## src/hw/rtl/uitp_pkg.sv

```systemverilog
// uitp_pkg: shared types and constants of the unsigned integer text parser
// used by uitp_front, uitp_queue, uitp_back and the top level
// no dependencies
`default_nettype none

package uitp_pkg;

    // character and base widths fixed by the interface
    localparam int CHAR_W = 8;
    localparam int BASE_W = 6;

    // characters the classifier looks for
    localparam logic [CHAR_W-1:0] CH_SPACE = 8'h20;
    localparam logic [CHAR_W-1:0] CH_TAB   = 8'h09;
    localparam logic [CHAR_W-1:0] CH_CR    = 8'h0d;
    localparam logic [CHAR_W-1:0] CH_PLUS  = 8'h2b;
    localparam logic [CHAR_W-1:0] CH_MINUS = 8'h2d;
    localparam logic [CHAR_W-1:0] CH_ZERO  = 8'h30;
    localparam logic [CHAR_W-1:0] CH_NINE  = 8'h39;
    localparam logic [CHAR_W-1:0] CH_UP_A  = 8'h41;
    localparam logic [CHAR_W-1:0] CH_UP_Z  = 8'h5a;
    localparam logic [CHAR_W-1:0] CH_LO_A  = 8'h61;
    localparam logic [CHAR_W-1:0] CH_LO_Z  = 8'h7a;
    localparam logic [CHAR_W-1:0] CH_LO_X  = 8'h78;
    localparam logic [CHAR_W-1:0] CASE_BIT = 8'h20;
    localparam logic [CHAR_W-1:0] LOW_NIB  = 8'h0f;
    // 'A' minus ten, so an upper-case letter maps to 10..35
    localparam logic [CHAR_W-1:0] LETTER_OFS = 8'h37;

    // bases that the prefix logic cares about
    localparam logic [BASE_W-1:0] BASE_AUTO = 6'd0;
    localparam logic [BASE_W-1:0] BASE_OCT  = 6'd8;
    localparam logic [BASE_W-1:0] BASE_DEC  = 6'd10;
    localparam logic [BASE_W-1:0] BASE_HEX  = 6'd16;

    // one classified character as it travels from front to back
    typedef struct packed {
        logic              start;
        logic              is_space;
        logic              is_plus;
        logic              is_minus;
        logic              is_zero;
        logic              is_x;
        logic              is_digit;
        logic [BASE_W-1:0] dig;
    } cls_t;

    // queue status seen by front and back
    typedef struct packed {
        logic full;
        logic empty;
    } q_stat_t;

endpackage

`default_nettype wire

```

## src/hw/rtl/uitp_front.sv

```systemverilog
// uitp_front: input handshake and character classification
// depends on uitp_pkg
`default_nettype none

module uitp_front
(
    input  wire logic                         in_valid,
    output logic                              in_stall,
    input  wire logic [uitp_pkg::CHAR_W-1:0]  char_byte,
    input  wire logic                         start_req,
    input  wire uitp_pkg::q_stat_t            q_stat,
    output logic                              push,
    output uitp_pkg::cls_t                    cls
);

    logic [uitp_pkg::CHAR_W-1:0] upper;
    logic [uitp_pkg::CHAR_W-1:0] letter_val;
    logic [uitp_pkg::CHAR_W-1:0] num_val;

    // accept a beat whenever the queue has room
    assign in_stall = q_stat.full;
    assign push     = in_valid && !q_stat.full;

    // classify the character
    always_comb
    begin
        upper      = char_byte & ~uitp_pkg::CASE_BIT;
        letter_val = upper - uitp_pkg::LETTER_OFS;
        num_val    = char_byte & uitp_pkg::LOW_NIB;

        cls.start    = start_req;
        cls.is_space = (char_byte inside {[uitp_pkg::CH_TAB:uitp_pkg::CH_CR],
                                          uitp_pkg::CH_SPACE});
        cls.is_plus  = (char_byte == uitp_pkg::CH_PLUS);
        cls.is_minus = (char_byte == uitp_pkg::CH_MINUS);
        cls.is_zero  = (char_byte == uitp_pkg::CH_ZERO);
        cls.is_x     = ((char_byte | uitp_pkg::CASE_BIT) == uitp_pkg::CH_LO_X);
        cls.is_digit = 1'b0;
        cls.dig      = '0;
        if (char_byte inside {[uitp_pkg::CH_ZERO:uitp_pkg::CH_NINE]})
        begin
            cls.is_digit = 1'b1;
            cls.dig      = num_val[uitp_pkg::BASE_W-1:0];
        end
        else if (char_byte inside {[uitp_pkg::CH_UP_A:uitp_pkg::CH_UP_Z],
                                   [uitp_pkg::CH_LO_A:uitp_pkg::CH_LO_Z]})
        begin
            cls.is_digit = 1'b1;
            cls.dig      = letter_val[uitp_pkg::BASE_W-1:0];
        end
    end

endmodule

`default_nettype wire

```

## src/hw/rtl/uitp_queue.sv

```systemverilog
// uitp_queue: two-entry queue of classified characters between front and back
// depends on uitp_pkg
`default_nettype none

module uitp_queue
(
    input  wire logic               clk,
    input  wire logic               rst_n,
    input  wire logic               push,
    input  wire uitp_pkg::cls_t     wr_data,
    input  wire logic               pop,
    output uitp_pkg::cls_t          rd_data,
    output uitp_pkg::q_stat_t       q_stat
);

    localparam int DEPTH = 2;
    localparam int PTR_W = $clog2(DEPTH);
    localparam int CNT_W = $clog2(DEPTH + 1);

    uitp_pkg::cls_t   entry_reg [DEPTH];
    logic [PTR_W-1:0] wr_ptr_reg;
    logic [PTR_W-1:0] wr_ptr_next;
    logic [PTR_W-1:0] rd_ptr_reg;
    logic [PTR_W-1:0] rd_ptr_next;
    logic [CNT_W-1:0] count_reg;
    logic [CNT_W-1:0] count_next;

    assign q_stat.full  = (count_reg == CNT_W'(DEPTH));
    assign q_stat.empty = (count_reg == '0);
    assign rd_data      = entry_reg[rd_ptr_reg];

    // pointer and fill count
    always_comb
    begin
        wr_ptr_next = push ? wr_ptr_reg + 1'b1 : wr_ptr_reg;
        rd_ptr_next = pop ? rd_ptr_reg + 1'b1 : rd_ptr_reg;
        count_next  = count_reg;
        if (push && !pop)
        begin
            count_next = count_reg + 1'b1;
        end
        else if (pop && !push)
        begin
            count_next = count_reg - 1'b1;
        end
    end

    always_ff @(posedge clk or negedge rst_n)
    begin
        if (!rst_n)
        begin
            wr_ptr_reg <= '0;
            rd_ptr_reg <= '0;
            count_reg  <= '0;
        end
        else
        begin
            wr_ptr_reg <= wr_ptr_next;
            rd_ptr_reg <= rd_ptr_next;
            count_reg  <= count_next;
        end
    end

    // entry storage
    always_ff @(posedge clk)
    begin
        if (push)
        begin
            entry_reg[wr_ptr_reg] <= wr_data;
        end
    end

endmodule

`default_nettype wire

```

## src/hw/rtl/uitp_back.sv

```systemverilog
// uitp_back: parse state machine, accumulate and overflow check, output register
// depends on uitp_pkg
`default_nettype none

module uitp_back
#(
    parameter int VALUE_BITS  = 32,
    parameter int OFFSET_BITS = 16
)
(
    input  wire logic                        clk,
    input  wire logic                        rst_n,
    input  wire uitp_pkg::q_stat_t           q_stat,
    input  wire uitp_pkg::cls_t              cls,
    output logic                             pop,
    input  wire logic [uitp_pkg::BASE_W-1:0] cfg_base,
    output logic                             out_valid,
    input  wire logic                        out_stall,
    output logic                             done_res,
    output logic [VALUE_BITS-1:0]            value,
    output logic [OFFSET_BITS-1:0]           end_offset,
    output logic                             saturated
);

    localparam int BW = uitp_pkg::BASE_W;
    localparam int MW = VALUE_BITS + BW + 1;

    typedef enum logic [4:0] {
        PH_IDLE   = 5'b00001,
        PH_SPACE  = 5'b00010,
        PH_SIGNED = 5'b00100,
        PH_ZERO   = 5'b01000,
        PH_DIGITS = 5'b10000
    } phase_t;

    phase_t                 phase_reg;
    phase_t                 phase_next;
    phase_t                 phase_cur;
    logic                   neg_reg;
    logic                   neg_next;
    logic                   neg_cur;
    logic [BW-1:0]          base_reg;
    logic [BW-1:0]          base_next;
    logic [BW-1:0]          base_cur;
    logic [VALUE_BITS-1:0]  acc_reg;
    logic [VALUE_BITS-1:0]  acc_next;
    logic [VALUE_BITS-1:0]  acc_cur;
    logic [OFFSET_BITS-1:0] pos_reg;
    logic [OFFSET_BITS-1:0] pos_next;
    logic [OFFSET_BITS-1:0] pos_cur;
    logic                   out_valid_reg;
    logic                   out_valid_next;
    logic                   done_reg;
    logic [VALUE_BITS-1:0]  value_reg;
    logic [OFFSET_BITS-1:0] offset_reg;
    logic                   sat_reg;

    logic                   chk_signed;
    logic                   chk_zero;
    logic                   chk_digit;
    logic                   adv;
    logic                   fin;
    logic                   fin_sat;
    logic                   auto_or_hex;
    logic [BW-1:0]          dig_base;
    logic [MW-1:0]          mac;
    logic                   ovf;
    logic [VALUE_BITS-1:0]  fin_val;

    // take a beat from the queue when the output register is free
    assign pop = !q_stat.empty && (!out_valid_reg || !out_stall);

    // a start beat restarts the parse from the configured base
    always_comb
    begin
        phase_cur = cls.start ? PH_SPACE : phase_reg;
        neg_cur   = cls.start ? 1'b0 : neg_reg;
        base_cur  = cls.start ? cfg_base : base_reg;
        acc_cur   = cls.start ? '0 : acc_reg;
        pos_cur   = cls.start ? '0 : pos_reg;
    end

    // base a digit is checked against, auto base resolved by phase
    always_comb
    begin
        dig_base = base_cur;
        if ((base_cur == uitp_pkg::BASE_AUTO) && (phase_cur == PH_ZERO))
        begin
            dig_base = uitp_pkg::BASE_OCT;
        end
        else if ((base_cur == uitp_pkg::BASE_AUTO) && (phase_cur != PH_DIGITS))
        begin
            dig_base = uitp_pkg::BASE_DEC;
        end
    end

    // multiply-accumulate and overflow test
    assign mac = MW'(acc_cur) * MW'(dig_base) + MW'(cls.dig);
    assign ovf = |mac[MW-1:VALUE_BITS];

    // phase walk for one character
    always_comb
    begin
        phase_next  = phase_reg;
        neg_next    = neg_reg;
        base_next   = base_reg;
        acc_next    = acc_reg;
        pos_next    = pos_reg;
        chk_signed  = 1'b0;
        chk_zero    = 1'b0;
        chk_digit   = 1'b0;
        adv         = 1'b0;
        fin         = 1'b0;
        fin_sat     = 1'b0;
        auto_or_hex = 1'b0;
        if (pop)
        begin
            phase_next = phase_cur;
            neg_next   = neg_cur;
            base_next  = base_cur;
            acc_next   = acc_cur;
            auto_or_hex = (base_cur == uitp_pkg::BASE_AUTO) ||
                          (base_cur == uitp_pkg::BASE_HEX);
            case (phase_cur)
                PH_SPACE:
                begin
                    if (cls.is_space)
                    begin
                        adv = 1'b1;
                    end
                    else if (cls.is_plus || cls.is_minus)
                    begin
                        neg_next   = cls.is_minus;
                        adv        = 1'b1;
                        phase_next = PH_SIGNED;
                    end
                    else
                    begin
                        chk_signed = 1'b1;
                    end
                end
                PH_SIGNED: chk_signed = 1'b1;
                PH_ZERO:   chk_zero   = 1'b1;
                PH_DIGITS: chk_digit  = 1'b1;
                default:   ;
            endcase

            // optional leading zero
            if (chk_signed)
            begin
                if (cls.is_zero && auto_or_hex)
                begin
                    adv        = 1'b1;
                    phase_next = PH_ZERO;
                end
                else
                begin
                    if (base_cur == uitp_pkg::BASE_AUTO)
                    begin
                        base_next = uitp_pkg::BASE_DEC;
                    end
                    chk_digit = 1'b1;
                end
            end

            // hex prefix after the zero
            if (chk_zero)
            begin
                if (cls.is_x && auto_or_hex)
                begin
                    base_next  = uitp_pkg::BASE_HEX;
                    adv        = 1'b1;
                    phase_next = PH_DIGITS;
                end
                else
                begin
                    if (base_cur == uitp_pkg::BASE_AUTO)
                    begin
                        base_next = uitp_pkg::BASE_OCT;
                    end
                    chk_digit = 1'b1;
                end
            end

            // digit accumulate or stop
            if (chk_digit)
            begin
                if (!cls.is_digit || (base_next == uitp_pkg::BASE_AUTO) ||
                    (cls.dig >= base_next))
                begin
                    fin = 1'b1;
                end
                else if (ovf)
                begin
                    fin     = 1'b1;
                    fin_sat = 1'b1;
                end
                else
                begin
                    acc_next   = mac[VALUE_BITS-1:0];
                    adv        = 1'b1;
                    phase_next = PH_DIGITS;
                end
            end

            if (fin)
            begin
                phase_next = PH_IDLE;
            end

            // offset counts up and sticks at its maximum
            pos_next = (adv && (pos_cur != '1)) ? pos_cur + 1'b1 : pos_cur;
        end
    end

    // final value, clamped and negated as needed
    always_comb
    begin
        fin_val = fin_sat ? '1 : acc_cur;
        if (neg_cur)
        begin
            fin_val = '0 - fin_val;
        end
    end

    assign out_valid_next = pop ? 1'b1 : (out_stall ? out_valid_reg : 1'b0);

    always_ff @(posedge clk or negedge rst_n)
    begin
        if (!rst_n)
        begin
            phase_reg     <= PH_IDLE;
            neg_reg       <= 1'b0;
            base_reg      <= '0;
            acc_reg       <= '0;
            pos_reg       <= '0;
            out_valid_reg <= 1'b0;
        end
        else
        begin
            phase_reg     <= phase_next;
            neg_reg       <= neg_next;
            base_reg      <= base_next;
            acc_reg       <= acc_next;
            pos_reg       <= pos_next;
            out_valid_reg <= out_valid_next;
        end
    end

    // output beat payload
    always_ff @(posedge clk)
    begin
        if (pop)
        begin
            done_reg   <= fin;
            value_reg  <= fin ? fin_val : '0;
            offset_reg <= fin ? pos_cur : '0;
            sat_reg    <= fin_sat;
        end
    end

    assign out_valid  = out_valid_reg;
    assign done_res   = done_reg;
    assign value      = value_reg;
    assign end_offset = offset_reg;
    assign saturated  = sat_reg;

endmodule

`default_nettype wire

```

## src/hw/rtl/unsigned_integer_text_parser_unit.sv

```systemverilog
// Streaming unsigned integer parser, one character per input beat.
//
// Input channel (in_valid / in_stall): char_byte and start_req. start_req
// marks the first character of a string and loads the base from default_base;
// past white space, sign and prefix, a NUL or any non-digit ends the parse.
// Output channel (out_valid / out_stall): exactly one beat per input beat,
// in order. done_res is 1 on the beat of the character that ended the
// parse, with value, end_offset and saturated; otherwise all fields are 0.
// Config channel (cfg_valid / cfg_ready): writes default_base, always ready;
// write it only while no beats are in flight.
// Each character's beat passes through the queue and the output register.
// Throughput: one character per cycle while out_stall is low; multiply-by-base
// and overflow check in the back end are combinational. A two-entry queue
// sits between classifier and parser, so input stalls only once it is full.
// Reset clears the queue, the output valid flag and the parse state; the
// parser then ignores characters until a start beat arrives.
// While out_stall is high the output beat holds and the queue fills.
//
// depends on uitp_pkg, uitp_front, uitp_queue, uitp_back
`default_nettype none

module unsigned_integer_text_parser_unit
#(
    parameter int VALUE_BITS  = 32,
    parameter int OFFSET_BITS = 16
)
(
    input  wire logic                        clk,
    input  wire logic                        rst_n,
    input  wire logic                        in_valid,
    output logic                             in_stall,
    input  wire logic [uitp_pkg::CHAR_W-1:0] char_byte,
    input  wire logic                        start_req,
    output logic                             out_valid,
    input  wire logic                        out_stall,
    output logic                             done_res,
    output logic [VALUE_BITS-1:0]            value,
    output logic [OFFSET_BITS-1:0]           end_offset,
    output logic                             saturated,
    input  wire logic                        cfg_valid,
    output logic                             cfg_ready,
    input  wire logic [uitp_pkg::BASE_W-1:0] default_base
);

    logic [uitp_pkg::BASE_W-1:0] base_cfg_reg;
    logic [uitp_pkg::BASE_W-1:0] base_cfg_next;
    uitp_pkg::q_stat_t           q_stat;
    uitp_pkg::cls_t              cls_in;
    uitp_pkg::cls_t              cls_out;
    logic                        push;
    logic                        pop;

    // configuration register
    assign cfg_ready     = 1'b1;
    assign base_cfg_next = (cfg_valid && cfg_ready) ? default_base : base_cfg_reg;

    always_ff @(posedge clk or negedge rst_n)
    begin
        if (!rst_n)
        begin
            base_cfg_reg <= '0;
        end
        else
        begin
            base_cfg_reg <= base_cfg_next;
        end
    end

    // front: handshake and classify
    uitp_front u_front
    (
        .in_valid  (in_valid),
        .in_stall  (in_stall),
        .char_byte (char_byte),
        .start_req (start_req),
        .q_stat    (q_stat),
        .push      (push),
        .cls       (cls_in)
    );

    // queue between front and back
    uitp_queue u_queue
    (
        .clk     (clk),
        .rst_n   (rst_n),
        .push    (push),
        .wr_data (cls_in),
        .pop     (pop),
        .rd_data (cls_out),
        .q_stat  (q_stat)
    );

    // back: parse and produce result beats
    uitp_back
    #(
        .VALUE_BITS  (VALUE_BITS),
        .OFFSET_BITS (OFFSET_BITS)
    )
    u_back
    (
        .clk        (clk),
        .rst_n      (rst_n),
        .q_stat     (q_stat),
        .cls        (cls_out),
        .pop        (pop),
        .cfg_base   (base_cfg_reg),
        .out_valid  (out_valid),
        .out_stall  (out_stall),
        .done_res   (done_res),
        .value      (value),
        .end_offset (end_offset),
        .saturated  (saturated)
    );

    // a running beat carries all-zero fields
    a_running_zero: assert property (@(posedge clk) disable iff (!rst_n)
        (out_valid && !done_res) |-> (value == '0 && end_offset == '0 && !saturated))
        else $error("running beat with nonzero fields");

    // a clamped value is all ones, or one after negation
    a_sat_value: assert property (@(posedge clk) disable iff (!rst_n)
        (out_valid && saturated) |-> (done_res && (value == '1 || value == VALUE_BITS'(1))))
        else $error("saturated beat with bad value");

    // back never pops an empty queue and front never pushes a full one
    a_queue_bounds: assert property (@(posedge clk) disable iff (!rst_n)
        !(pop && q_stat.empty) && !(push && q_stat.full))
        else $error("queue under or overflow");

    // every popped beat shows up on the output the next cycle
    a_pop_to_out: assert property (@(posedge clk) disable iff (!rst_n)
        pop |=> out_valid)
        else $error("popped beat lost");

endmodule

`default_nettype wire

```

## config.mk

```make
export PLATFORM = sky130hd
export DESIGN_NAME = unsigned_integer_text_parser_unit
export DESIGN_NICKNAME = d
export VERILOG_FILES = /design/src/hw/rtl/uitp_pkg.sv /design/src/hw/rtl/uitp_front.sv /design/src/hw/rtl/uitp_queue.sv /design/src/hw/rtl/uitp_back.sv /design/src/hw/rtl/unsigned_integer_text_parser_unit.sv
export SDC_FILE = /design/constraint.sdc
export NUM_CORES = 1
export LEC_CHECK = 0
export CAP_MARGIN = 20
export CELL_PAD_IN_SITES_DETAIL_PLACEMENT = 1
export CELL_PAD_IN_SITES_GLOBAL_PLACEMENT = 1
export CORE_MARGIN = 2
export CORE_UTILIZATION = 35
export CTS_CLUSTER_SIZE = 8
export DETAILED_ROUTE_END_ITERATION = 8
export DONT_BUFFER_PORTS = 1
export PLACE_DENSITY = 0.67
export SETUP_SLACK_MARGIN = 0.5
export SLEW_MARGIN = 40
export SYNTH_ARGS = -nofsm -noshare
export SYNTH_HDL_FRONTEND = slang
export SYNTH_SLANG_ARGS = --single-unit
```

## constraint.sdc

```tcl
create_clock -name clk -period 25.7 [get_ports clk]
set_clock_uncertainty 0.1 [all_clocks]
set_input_delay 1.285 -clock clk [delete_from_list [all_inputs] [get_ports clk]]
set_output_delay 1.285 -clock clk [all_outputs]
set_load 0.05 [all_outputs]
```

; ---- After elaboration in Yosys (flattened, before gate mapping)
; Memories as Yosys holds them, arrays and structs flattened.
; Index checks and enable logic that the tools add are counted.
; Widths: inputs -> output; s select.
[classes]
n_addsub = 8
multipliers = 1
n_lt_le_gt_ge = 9
n_eq_ne = 14
muxes = 73
n_reduce_logical = 32
[op_table]
columns = operator, n
row1 = $mux 32, 6
row2 = $mux 5, 12
row3 = $mux 6, 10
row4 = $add 38x6->39, 1
row5 = $mul 32x6->38, 1
row6 = $mux 1, 38
row7 = $eq 8x6->1 const B, 4
row8 = $mux 16, 2
row9 = $sub 1x32->32 const A, 1
row10 = $add 16x1->16 const B, 1
row11 = $ge 8x7->1 const B, 2
row12 = $le 8x7->1 const B, 2
row13 = $ne 16x16->1 const B, 1
row14 = $mux 7, 2
row15 = $logic_and 1x1->1, 13
row16 = $logic_not 6->1, 2
row17 = $ge 8x4->1 const B, 1
row18 = $ge 8x6->1 const B, 1
row19 = $le 8x4->1 const B, 1
row20 = $le 8x6->1 const B, 1
row21 = $eq 7x6->1 const B, 1
row22 = $logic_not 1->1, 7
row23 = $reduce_or 7->1, 1
row24 = $eq 6x5->1 const B, 1
row25 = 17 further kinds, 25
[totals]
reg_bits = 121
ram_bits = 26
inputBits = 20
out_inout_bits = 53
word_cells = 152
memories = 1
[memory_table]
columns = memory, depth, width, rd, rd_clocked_by_memory_dff, write_ports, line_no
row1 = u_queue.entry_reg, 2, 13, 1, 0, 1, uitp_queue.sv:20  ; uitp_pkg::cls_t entry_reg [DEPTH];

; ---- Logic depth before layout (Yosys ltp)
; Gate-level depths: netlist of the first run.
; An unclocked memory read counts as a cell.
[logic_depth]
ltp_word = 20
depth_mapped = 38

; ---- Cells and area by module
; A second synthesis of the first run with hierarchy kept.
[unflattened]
cells_unflattened = 1557
area_unflattened_um2 = 14669.1
[by_module_without_submodules]
columns = module, instances, cells_each, area_per_inst_um2, seq_area_each_um2
row1 = uitp_back, 1, 1430, 12926.1, 3029.2
row2 = uitp_queue, 1, 56, 1124.8, 880.8
row3 = uitp_front, 1, 56, 355.3, 0.0
row4 = unsigned_integer_text_parser_unit, 1, 15, 262.8, 150.1

; ---- Worst setup path after synthesis of the first run
; Ideal clock, no wire load.
[synth_timing]
path_type = register -> register
start = register u_queue.rd_ptr_reg
end = register u_back.value_reg[30] (netlist: u_back.value[30]), data pin
arrival_time_ns = 8.932
required_ns = 25.333
path_slack_ns = 16.401
path_stages_with_launch = 34
n_path_buf = 2
cell_sequence = dfrtp_1 -> buf_6 -> mux2i_1 -> mux2i_1 -> nand3_1 -> or2_2 -> o21ai_1 -> clkbuf_1 -> nor2_1 -> fa_1 -> inv_1 -> fa_1 -> inv_1 -> fa_1 -> inv_1 -> fa_1 -> inv_1 -> ha_1 -> and4_1 -> o21ai_0 -> a2111oi_0 -> a211oi_1 -> xnor2_1 -> or4_4 -> o21ai_4 -> inv_2 -> a21oi_1 -> ha_1 -> o21a_1 -> o2111ai_1 -> or3b_2 -> o41ai_1 -> xor2_1 -> o21ai_0
[synth_between]
elab_chain_len = 20
[synth_lines]
columns = element, line_no
row1 = from (decl), uitp_queue.sv:23  ; logic [PTR_W-1:0] rd_ptr_reg;
row2 = from (signal assigned), uitp_queue.sv:59  ; rd_ptr_reg <= rd_ptr_next;
row3 = $mem_v2 2x13 *, --
row4 = "parallel branches: the longest is 14 deep, another holds $add 38x6->39", --
row5 = $mux 1 *, uitp_back.sv:186  ; if (chk_digit)
row6 = $mux 1 *, uitp_back.sv:116  ; if (pop)
row7 = named net u_back.fin_sat, uitp_back.sv:63  ; logic fin_sat;
row8 = $mux 32 *, uitp_back.sv:219  ; fin_val = fin_sat ? '1 : acc_cur;
row9 = $sub 1x32->32, uitp_back.sv:222  ; fin_val = '0 - fin_val;
row10 = $mux 32 *, uitp_back.sv:220  ; if (neg_cur)
row11 = to (signal assigned), uitp_back.sv:256  ; value_reg <= fin ? fin_val : '0;
row12 = to (decl), uitp_back.sv:54  ; logic [VALUE_BITS-1:0] value_reg;
; Mark *: on every way through the listed nets, which the timed path passes. The select of a mux whose other input is x is not followed.
; A chain may end at the register's enable or synchronous reset.

; ---- Worst setup path in the final report of the first run
; Same ends and word-level chain as after synthesis.

==> run summary, run 1 <==
setup repair after global routing missed its margin: no
hold buffers post-CTS: 0
number of antenna violations at the first check in global routing: 1
maximum number of pins on one net before global-route repair: 90
initial cell density of the core: 35.51%
Reg area: 4063 sq um
accumulated negative setup slack: 0 ps
Post-synth ARST share: 48.30%
post-CTS setup repair buffer count: 0
most frequently used flop master after synthesis: sky130_fd_sc_hd__edfxtp_1
flop and latch count out of synthesis: 147
final setup violation count: 0
buffers from clock root to sink, at most: 2
Routed wire per std cell: 21.65 microns
tightest slew margin relative to the limit: 47.62%
number of diodes added for antenna fixing: 0
drt initial violations: 690
grt ovf: 0
global-route wire length before repair: 70050 microns
start-to-end type of the worst setup path: flop to flop
overall track demand over capacity in global routing: 21.44%
CTS tree: built
Synth cell types: 81
standard-cell row count: 73
clock buffers created by TritonCTS: 17
CP required: 25760 ps
power density normalized to cell area: 79.58 nW/um^2
H-tree depth: 4
vertical die dimension: 205.0 microns
final cell utilization of the core: 38.12%
Period Utilization, post-route: 45.09%
leak pwr: 7.181 nW
number of max-capacitance violations reported: 0
maximum frequency from static timing analysis: 86.29 MHz
clock-pin slew reported for the worst setup and hold paths after clock tree synthesis: 60 ps
Final GP Congestion: 0.8914
syn_nets: 1751
count of unresolved DRC violations after routing: 0
quantity of gates resized following cts: 0
cell with the largest stage delay on the worst path: sky130_fd_sc_hd__dfrtp_2
proportion of layout cells with a drive suffix above 1: 6.817%
cell area after synthesis: 14140 sq um
per-cell via count in the routed design: 5.743
post-layout total power: 1.208 mW
total vias in the final route: 11440
synthesis warning total: 0
capturing element type of the critical path: flop
die outline area: 42020 sq um
Max VDD drop: 0.00004472 V
detailed-placement wirelength estimate: 33260 microns
fin. max-slew vios: 0
Tightest Hold Check Type: flop to flop
final routed wirelength across all metal layers: 43120 microns
per-instance average area after synthesis: 9.383 sq um
placeable core area: 39820 sq um
growth of design area from synthesis to finish: 7.371%
data arrival time of the worst path: 11650 ps
number of clock sinks: 147
count of final hold-check violations: 0
Post-synth EDFFs: 76
number of input and output port buffers inserted: 0
horizontal die dimension: 205.0 microns
Post-layout nets: 1698
Gate Count Post-Synth: 1507
CTS Root Cell: sky130_fd_sc_hd__clkbuf_16
number of buffer and inverter instances along the worst setup path: 8
clock latency on the worst-skew pair: 450 ps
Seq/Total Area, Yosys: 28.71%
Final ANT Viol Nets: 0
transition time at the pin with the least slew margin: 780.9 ps
fillers: 4581
crit-path leading delay family: compound AO/OA/AOI/OAI gates
vias in the first global route: 12190
first-pass iteration count of the detailed router: 5
number of top-level pins: 73
maximum net fanout on the critical path: 89
delay contributed by the slowest stage of the critical path: 680 ps
Final min period: 11590 ps
Critical Path Source Type: flop
area occupied by multi-input gates: 9523 sq um
outcome: finished, final reports clean
[tightest hold or removal path: cells and delay by family (launching register included)]
| kind | cells | cell delay [ps] |
|---|---|---|
| flip-flops | 1 | 340 |
| AO/OA/AOI/OAI | 1 | 60 |
| AND/OR/NAND/NOR | 1 | 50 |
[cell usage in the layout, fill, tap and decap left out, types with 12 or more instances in the layout]
cell type	netlist	routed
sky130_fd_sc_hd__xor2_1	27	27
sky130_fd_sc_hd__nand2b_1	12	12
sky130_fd_sc_hd__xnor2_1	34	34
sky130_fd_sc_hd__a21oi_1	81	81
sky130_fd_sc_hd__inv_1	61	59
sky130_fd_sc_hd__nor4_1	16	15
sky130_fd_sc_hd__ha_1	100	100
sky130_fd_sc_hd__edfxtp_1	76	76
sky130_fd_sc_hd__o21ai_0	80	79
sky130_fd_sc_hd__a22o_1	30	30
sky130_fd_sc_hd__nor3_1	36	36
sky130_fd_sc_hd__nand3_1	35	35
sky130_fd_sc_hd__nand2_1	138	138
sky130_fd_sc_hd__o211ai_1	20	20
sky130_fd_sc_hd__fa_1	124	124
sky130_fd_sc_hd__a21o_1	14	14
sky130_fd_sc_hd__clkbuf_16	0	17
sky130_fd_sc_hd__nand4_1	12	12
sky130_fd_sc_hd__nor2_1	182	180
sky130_fd_sc_hd__mux2_2	13	13
sky130_fd_sc_hd__and3_1	85	85
sky130_fd_sc_hd__dfrtp_1	70	68
sky130_fd_sc_hd__mux2i_1	16	13
[cell usage after synthesis, types with 12 or more instances]
cell type,instances,share of area (%)
sky130_fd_sc_hd__nor2_1,182,4.8
sky130_fd_sc_hd__nand2_1,138,3.7
sky130_fd_sc_hd__fa_1,124,18
sky130_fd_sc_hd__ha_1,100,8.8
sky130_fd_sc_hd__and3_1,85,3.8
sky130_fd_sc_hd__a21oi_1,81,2.9
sky130_fd_sc_hd__o21ai_0,80,2.8
sky130_fd_sc_hd__edfxtp_1,76,16
sky130_fd_sc_hd__dfrtp_1,70,12
sky130_fd_sc_hd__clkbuf_1,64,1.7
sky130_fd_sc_hd__inv_1,61,1.6
sky130_fd_sc_hd__nor3_1,36,1.3
sky130_fd_sc_hd__nand3_1,35,1.2
sky130_fd_sc_hd__xnor2_1,34,2.1
sky130_fd_sc_hd__a22o_1,30,1.9
sky130_fd_sc_hd__xor2_1,27,1.7
sky130_fd_sc_hd__o211ai_1,20,1.1
sky130_fd_sc_hd__mux2i_1,16,1.1
sky130_fd_sc_hd__nor4_1,16,0.71
sky130_fd_sc_hd__a21o_1,14,0.74
sky130_fd_sc_hd__mux2_2,13,1.0
sky130_fd_sc_hd__nand2b_1,12,0.53
sky130_fd_sc_hd__nand4_1,12,0.53
[metrics by stage]
stage	setup WS (ps)	cells	area [sq um]	hold slack [ps]
after detailed placement	13650	1960	14620	384.8
after CTS	13660	1992	15170	399.3
after floorplan	16400	1507	14140	349.2
after global routing	13390	1992	15180	407.5
final	14110	1992	15180	391.1
after global placement	13530	1955	14540	365.1
[cell type report]
| type | count | area share [%] |
|---|---|---|
| Inverter | 62 | 1.533 |
| Multi-Input combinational cell | 1209 | 62.72 |
| Timing Repair Buffer | 17 | 1.038 |
| Clock buffer | 18 | 2.827 |
| Sequential cell | 147 | 26.76 |
| Clock inverter | 14 | 0.7912 |
| Tap cell | 525 | 4.327 |
[metal layers]
layer | up-vias | wire (microns) | global-route usage (%)
li1 | 5255 | - | -
met1 | 5847 | 20420 | 30.60
met2 | 292 | 19530 | 33.05
met3 | 46 | 2178 | 3.723
met4 | 0 | 986 | 6.603
met5 | - | 0 | 0
[report_power, final]
part / switching [mW] / internal (mW)
clock: 0.115 / 0.127
sequential: 0.145 / 0.317
combinational: 0.350 / 0.155
total: 0.609 / 0.599
[path summary, 6_finish.rpt]
kind	start	end	slack [ps]	cells past startpoint
setup / recovery	u_queue.rd_ptr_reg	u_back.value[30]	14110	35
max in group asynchronous	rst_n	u_back.phase_reg[0]	24860	0
setup reg to reg	u_queue.rd_ptr_reg	u_back.value[30]	14110	35
min in group asynchronous	rst_n	u_back.pos_reg[9]	430	0
hold reg to reg	u_back.base_reg[1]	u_back.base_reg[1]	390	2
hold / removal	u_back.base_reg[1]	u_back.base_reg[1]	390	2
[kinds of logic after synthesis]
logic type / after synthesis / synth area share, %
AOI/OAI and AO/OA: 323 / 14.99
xor gates and xnor gates: 61 / 3.778
adders and majority gates: 224 / 26.40
buffers and inverters: 151 / 4.442
DFF: 147 / 28.71
muxes: 30 / 2.274
other: 1 / 0.02652
and+or+nand+nor: 570 / 19.37
No activity file was read; power rests on OpenSTA's default activity.
==> run 2, diff against run 1 <==
==> constraint.sdc (replaced) <==
create_clock -name clk -period 11.4 [get_ports clk]
set_clock_uncertainty 0.1 [all_clocks]
set_input_delay 0.57 -clock clk [delete_from_list [all_inputs] [get_ports clk]]
set_output_delay 0.57 -clock clk [all_outputs]
set_load 0.05 [all_outputs]
==> run summary, run 2 (same netlist as run 1, synthesis figures left out) <==
outcome: finished, final reports clean
die outline area: 42020 sq um
final cell utilization of the core: 38.34%
Internal Pwr Total: 1.365 mW
Final ANT Viol Nets: 0
number of max-capacitance violations reported: 0
Period Utilization, post-route: 88.66%
sequential fraction of design power: 36.6%
count of final hold-check violations: 0
fraction of power spent switching nets: 51.44%
Post-DP Area: 14640 sq um
number of input and output port buffers inserted: 0
final routed wirelength across all metal layers: 43530 microns
fillers: 4574
Post-layout nets: 1701
Max VDD drop: 0.0001041 V
H-tree depth: 4
Critical Path Source Type: flop
accumulated negative setup slack: 0 ps
most frequent cells in the layout: sky130_fd_sc_hd__nor2_1 (181), sky130_fd_sc_hd__nand2_1 (138), sky130_fd_sc_hd__fa_1 (124), sky130_fd_sc_hd__ha_1 (100), sky130_fd_sc_hd__and3_1 (85)
start-to-end type of the worst setup path: flop to flop
number of diodes added for antenna fixing: 0
transition time at the pin with the least slew margin: 828.8 ps
first-pass iteration count of the detailed router: 5
initial cell density of the core: 35.51%
global-route wire length before repair: 70090 microns
standard-cell row count: 73
Final GP Congestion: 0.8509
number of top-level pins: 73
final setup violation count: 0
maximum frequency from static timing analysis: 98.94 MHz
Tightest Hold Check Type: primary input to flop
number of clock sinks: 147
detailed-placement wirelength estimate: 33110 microns
maximum net fanout on the critical path: 31
per-cell via count in the routed design: 5.741
proportion of layout cells with a drive suffix above 1: 6.735%
leak pwr: 7.235 nW
Clk pwr share: 20.4%
delay contributed by the slowest stage of the critical path: 650 ps
vias in the first global route: 12250
Routed wire per std cell: 21.82 microns
grt ovf: 0
commonest non-fill, non-tap cell in the layout: sky130_fd_sc_hd__nor2_1
maximum number of pins on one net before global-route repair: 107
smallest setup slack after layout: 1293 ps
total vias in the final route: 11450
drt initial violations: 619
fin. max-slew vios: 0
buffers from clock root to sink, at most: 2
post-CTS setup repair buffer count: 0
NetSw: 1.446 mW
tightest slew margin relative to the limit: 44.75%
clock buffers created by TritonCTS: 17
data arrival time of the worst path: 10300 ps
clock-pin slew reported for the worst setup and hold paths after clock tree synthesis: 70 ps
setup repair after global routing missed its margin: no
CTS tree: built
clock latency on the worst-skew pair: 450 ps
CTS Root Cell: sky130_fd_sc_hd__clkbuf_16
Final min period: 10110 ps
Finished Cell Area: 15270 sq um
post-layout total power: 2.811 mW
vertical die dimension: 205.0 microns
placeable core area: 39820 sq um
CP required: 11590 ps
capturing element type of the critical path: flop
count of unresolved DRC violations after routing: 0
overall track demand over capacity in global routing: 21.41%
part of the power in combinational logic: 42.9%
number of antenna violations at the first check in global routing: 0
horizontal die dimension: 205.0 microns
growth of design area from synthesis to finish: 7.972%
cell with the largest stage delay on the worst path: sky130_fd_sc_hd__mux2i_4
power density normalized to cell area: 184.2 nW/um^2
Setup WS pre-CTS: 1378 ps
[run 2: cell type report]
class | instances | area [sq um] | share of cell area, %
Sequential cell | 147 | 4060 | 26.59
Multi-Input combinational cell | 1209 | 9520 | 62.36
Clock inverter | 15 | 158.9 | 1.041
Inverter | 62 | 232.7 | 1.524
Tap cell | 525 | 656.9 | 4.303
Clock buffer | 17 | 425.4 | 2.786
Timing Repair Buffer | 20 | 212.7 | 1.393
[run 2: stage by stage]
stage,hold slack [ps],cells
after CTS,109.8,1995
after global routing,109.9,1995
final,121.3,1995
after floorplan,174.4,1507
after detailed placement,175.9,1961
after global placement,176.4,1959
[run 2: metal layers]
metal,up-vias,wire [microns],global-route usage (%)
met3,65,2067,3.866
met4,0,997,6.398
met1,5840,19510,28.01
met2,279,20960,36.02
li1,5270,-,-
met5,-,0,0
[run 2: critical path, delay by kind of cell, from the launching register on]
kind                     cells  cell delay [ps]
AND/OR/NAND/NOR              9             2840
adder cells (fa/ha/maj)      6             2570
AO/OA/AOI/OAI                9             2140
multiplexers                 4             1240
buffers and inverters        2              590
flip-flops                   1              440
[run 2: worst paths after layout]
kind / slack [ps] / cells after the start / end / startpoint
hold reg to reg: 410 / 2 / u_back.base_reg[3] / u_back.base_reg[3]
setup reg to reg: 1290 / 30 / u_back.value[26] / u_queue.rd_ptr_reg
min in group asynchronous: 670 / 2 / u_back.phase_reg[3] / rst_n
setup / recovery: 1290 / 30 / u_back.value[26] / u_queue.rd_ptr_reg
hold / removal: 120 / 0 / u_queue.entry_reg[1][12] / start_req
max in group asynchronous: 10190 / 2 / u_back.phase_reg[0] / rst_n
[run 2: repair_timing]
action,CTS,global route
hold buffers,2,0
hold endpoints to repair,71,0
endpoints found under the setup margin,0,0
gates resized for setup,0,0
[run 2: power by group through the flow]
stage / combinational [mW] / sequential (mW) / clock (mW)
2_1_floorplan: 0.819 / 0.981 / 0
3_3_place_gp: 1.14 / 1.03 / 0
3_5_place_dp: 1.19 / 1.04 / 0
4_1_cts: 1.20 / 1.03 / 0.585
5_1_grt: 1.32 / 1.04 / 0.602
6_report: 1.21 / 1.03 / 0.575
==> run 3, diff against run 2 <==
--- a/config.mk
+++ b/config.mk
@@ -5,6 +5,7 @@
 export SDC_FILE = /design/constraint.sdc
 export NUM_CORES = 1
 export LEC_CHECK = 0
+export ABC_AREA = 1
 export CAP_MARGIN = 20
 export CELL_PAD_IN_SITES_DETAIL_PLACEMENT = 1
 export CELL_PAD_IN_SITES_GLOBAL_PLACEMENT = 1
@@ -13,7 +14,7 @@
 export CTS_CLUSTER_SIZE = 8
 export DETAILED_ROUTE_END_ITERATION = 8
 export DONT_BUFFER_PORTS = 1
-export PLACE_DENSITY = 0.67
+export PLACE_DENSITY = 0.7
 export SETUP_SLACK_MARGIN = 0.5
 export SLEW_MARGIN = 40
 export SYNTH_ARGS = -nofsm -noshare
==> run summary, run 3 <==
Post-layout nets: 2150
number of diodes added for antenna fixing: 0
Post-synth ARST share: 48.30%
Post-synth EDFFs: 76
Internal Pwr Total: 2.127 mW
Tightest Hold Check Type: primary input to flop
most instantiated cells after synthesis: sky130_fd_sc_hd__nand2_1 (420), sky130_fd_sc_hd__nor2_1 (359), sky130_fd_sc_hd__inv_1 (228)
r2r worst-path depth: 44
per-instance average area after synthesis: 7.648 sq um
launching point of the worst reg2reg path: u_queue.rd_ptr_reg
vias in the first global route: 13890
Final ANT Viol Nets: 0
count of unresolved DRC violations after routing: 0
Period Utilization, post-route: 88.62%
cell with the largest stage delay on the worst path: sky130_fd_sc_hd__inv_1
maximum frequency from static timing analysis: 98.98 MHz
count of final hold-check violations: 0
cell area after synthesis: 14820 sq um
leak pwr: 7.822 nW
sequential fraction of design power: 23.1%
total vias in the final route: 12900
drt initial violations: 794
clock latency on the worst-skew pair: 450 ps
clock buffers created by TritonCTS: 17
Critical Path Source Type: flop
final routed wirelength across all metal layers: 47270 microns
most instantiated library cell after synthesis: sky130_fd_sc_hd__nand2_1
fraction of the mapped netlist area in compound gates: 9.007%
horizontal die dimension: 209.8 microns
post-CTS setup repair buffer count: 0
vertical die dimension: 209.8 microns
growth of design area from synthesis to finish: 7.691%
transition time at the pin with the least slew margin: 771.3 ps
Clk pwr share: 12.2%
Max VDD drop: 0.0001468 V
NetSw: 2.839 mW
CP required: 11470 ps
Routed wire per std cell: 19.23 microns
synthesis warning total: 0
accumulated negative setup slack: 0 ps
final setup violation count: 0
largest family of logic cells by synthesized area: simple AND/OR/NAND/NOR gates
detailed-placement wirelength estimate: 37300 microns
tightest slew margin relative to the limit: 48.39%
fraction of power spent switching nets: 57.17%
maximum net fanout on the critical path: 50
power density normalized to cell area: 311.1 nW/um^2
number of buffer and inverter instances along the worst setup path: 9
CTS Root Cell: sky130_fd_sc_hd__clkbuf_16
register-to-register setup slack: 1300 ps
H-tree depth: 4
maximum number of pins on one net before global-route repair: 72
min-delay src: start_req
data arrival time of the worst path: 10170 ps
syn_nets: 2182
setup repair after global routing missed its margin: no
number of clock sinks: 147
placeable core area: 41850 sq um
first-pass iteration count of the detailed router: 5
outcome: finished, final reports clean
part of the power in combinational logic: 64.7%
largest area contributor in the synthesized netlist: sky130_fd_sc_hd__fa_1
Seq/Total Area, Yosys: 27.39%
number of antenna violations at the first check in global routing: 0
quantity of gates resized following cts: 0
flop and latch count out of synthesis: 147
simple-gate area share of the yosys netlist: 27.16%
arithmetic-cell share of the synthesized area counting full adders, half adders and majority gates: 25.19%
share of the synthesized area in the top cell type: 16.75%
global-route wire length before repair: 76230 microns
most frequently used flop master after synthesis: sky130_fd_sc_hd__edfxtp_1
post-layout total power: 4.966 mW
die outline area: 44010 sq um
Post-Synth XOR/XNOR Area: 3.014%
standard-cell row count: 75
most used cell along the critical path: sky130_fd_sc_hd__nand2_1
start-to-end type of the worst setup path: flop to flop
portion of netlist area occupied by mux cells: 0.2026%
Post-DP Area: 15300 sq um
clock-pin slew reported for the worst setup and hold paths after clock tree synthesis: 70 ps
Gate Count Post-Synth: 1938
crit-path leading delay family: simple AND/OR/NAND/NOR gates
Synth cell types: 53
buffers from clock root to sink, at most: 2
grt ovf: 0
endpoint of the lowest-slack register-to-register path: u_back.value[24]
number of input and output port buffers inserted: 0
hold depth: 0
Finished Cell Area: 15960 sq um
Final min period: 10100 ps
Post-Route Hold Slack: 109.2 ps
area occupied by multi-input gates: 9593 sq um
overall track demand over capacity in global routing: 22.17%
Final GP Congestion: 0.8970
fin. max-slew vios: 0
capturing element type of the critical path: flop
proportion of layout cells with a drive suffix above 1: 4.482%
fillers: 5140
most frequent cells in the layout: sky130_fd_sc_hd__nand2_1 (420), sky130_fd_sc_hd__nor2_1 (356), sky130_fd_sc_hd__inv_1 (226), sky130_fd_sc_hd__fa_1 (124)
most area-consuming cells after synthesis: sky130_fd_sc_hd__fa_1 (17%), sky130_fd_sc_hd__edfxtp_1 (15%), sky130_fd_sc_hd__dfrtp_1 (12%)
per-cell via count in the routed design: 5.249
commonest non-fill, non-tap cell in the layout: sky130_fd_sc_hd__nand2_1
number of top-level pins: 73
hold path endpoint: u_queue.entry_reg[1][12]
initial cell density of the core: 35.41%
number of max-capacitance violations reported: 0
CTS tree: built
Reg area: 4060 sq um
delay contributed by the slowest stage of the critical path: 680 ps
## run 3: stage by stage
step           utilization, %  instances  setup WS [ps]
2_1_floorplan               -       1938           3964
3_3_place_gp            36.54       2424           1372
3_5_place_dp            36.56       2424           1342
4_1_cts                 38.13       2458           1286
5_1_grt                 38.14       2458          502.4
6_report                38.14       2458           1297
## run 3: power groups by stage
| stage | logic (mW) | clock network, mW | registers (mW) |
|---|---|---|---|
| floorplan | 2.28 | 0 | 1.12 |
| global placement | 3.10 | 0 | 1.15 |
| detailed placement | 3.17 | 0 | 1.16 |
| CTS | 3.21 | 0.616 | 1.15 |
| global route | 3.61 | 0.635 | 1.17 |
| finish | 3.21 | 0.606 | 1.15 |
## run 3: layout make-up
type,count,share of cell area [%]
multi-input cells,1487,60.10
inverters,243,5.738
flip-flops and latches,147,25.44
well taps,539,4.225
clock inverters,14,1.199
clock buffers,18,2.689
repair buffers,10,0.6114
## run 3: logic make-up after synthesis
| family | count (synthesis) |
|---|---|
| simple gates | 968 |
| other cells | 1 |
| xor+xnor | 51 |
| buf+inv | 304 |
| flops | 147 |
| fa+ha+maj | 224 |
| compound gates | 240 |
| mux | 3 |
## run 3: routing by layer
| layer | routed length [microns] | global-route usage [%] | up-vias |
|---|---|---|---|
| met5 | 0 | 0 | - |
| met4 | 1228 | 7.068 | 0 |
| met3 | 2196 | 4.444 | 60 |
| met2 | 22540 | 37.35 | 265 |
| met1 | 21310 | 28.61 | 6435 |
| li1 | - | - | 6141 |
## run 3: what timing repair did
item / 4_1_cts / 5_1_grt
hold buffers: 2 / 0
endpoints found under the hold margin: 71 / 0
setup endpoints to repair: 0 / 0
## run 3: worst max-delay path by stage
stage	start	end	slack (ps)	cells after the start
after CTS	u_queue.rd_ptr_reg	u_back.value[24]	1290	44
after global routing	u_queue.rd_ptr_reg	u_back.value[24]	500	49
after detailed placement	u_queue.rd_ptr_reg	u_back.value[24]	1340	44
after floorplan	u_queue.rd_ptr_reg	u_back.value[24]	3960	48
final	u_queue.rd_ptr_reg	u_back.value[24]	1300	44
after global placement	u_queue.rd_ptr_reg	u_back.value[24]	1370	40
## run 3: worst reg2reg max path, delay by kind of cell, from the launching register on
kind / cells / cell delay, ps
AOI/OAI and AO/OA: 2 / 350
DFF: 1 / 640
and+or+nand+nor: 27 / 4240
adders and majority gates: 6 / 2640
buffers and inverters: 9 / 1840
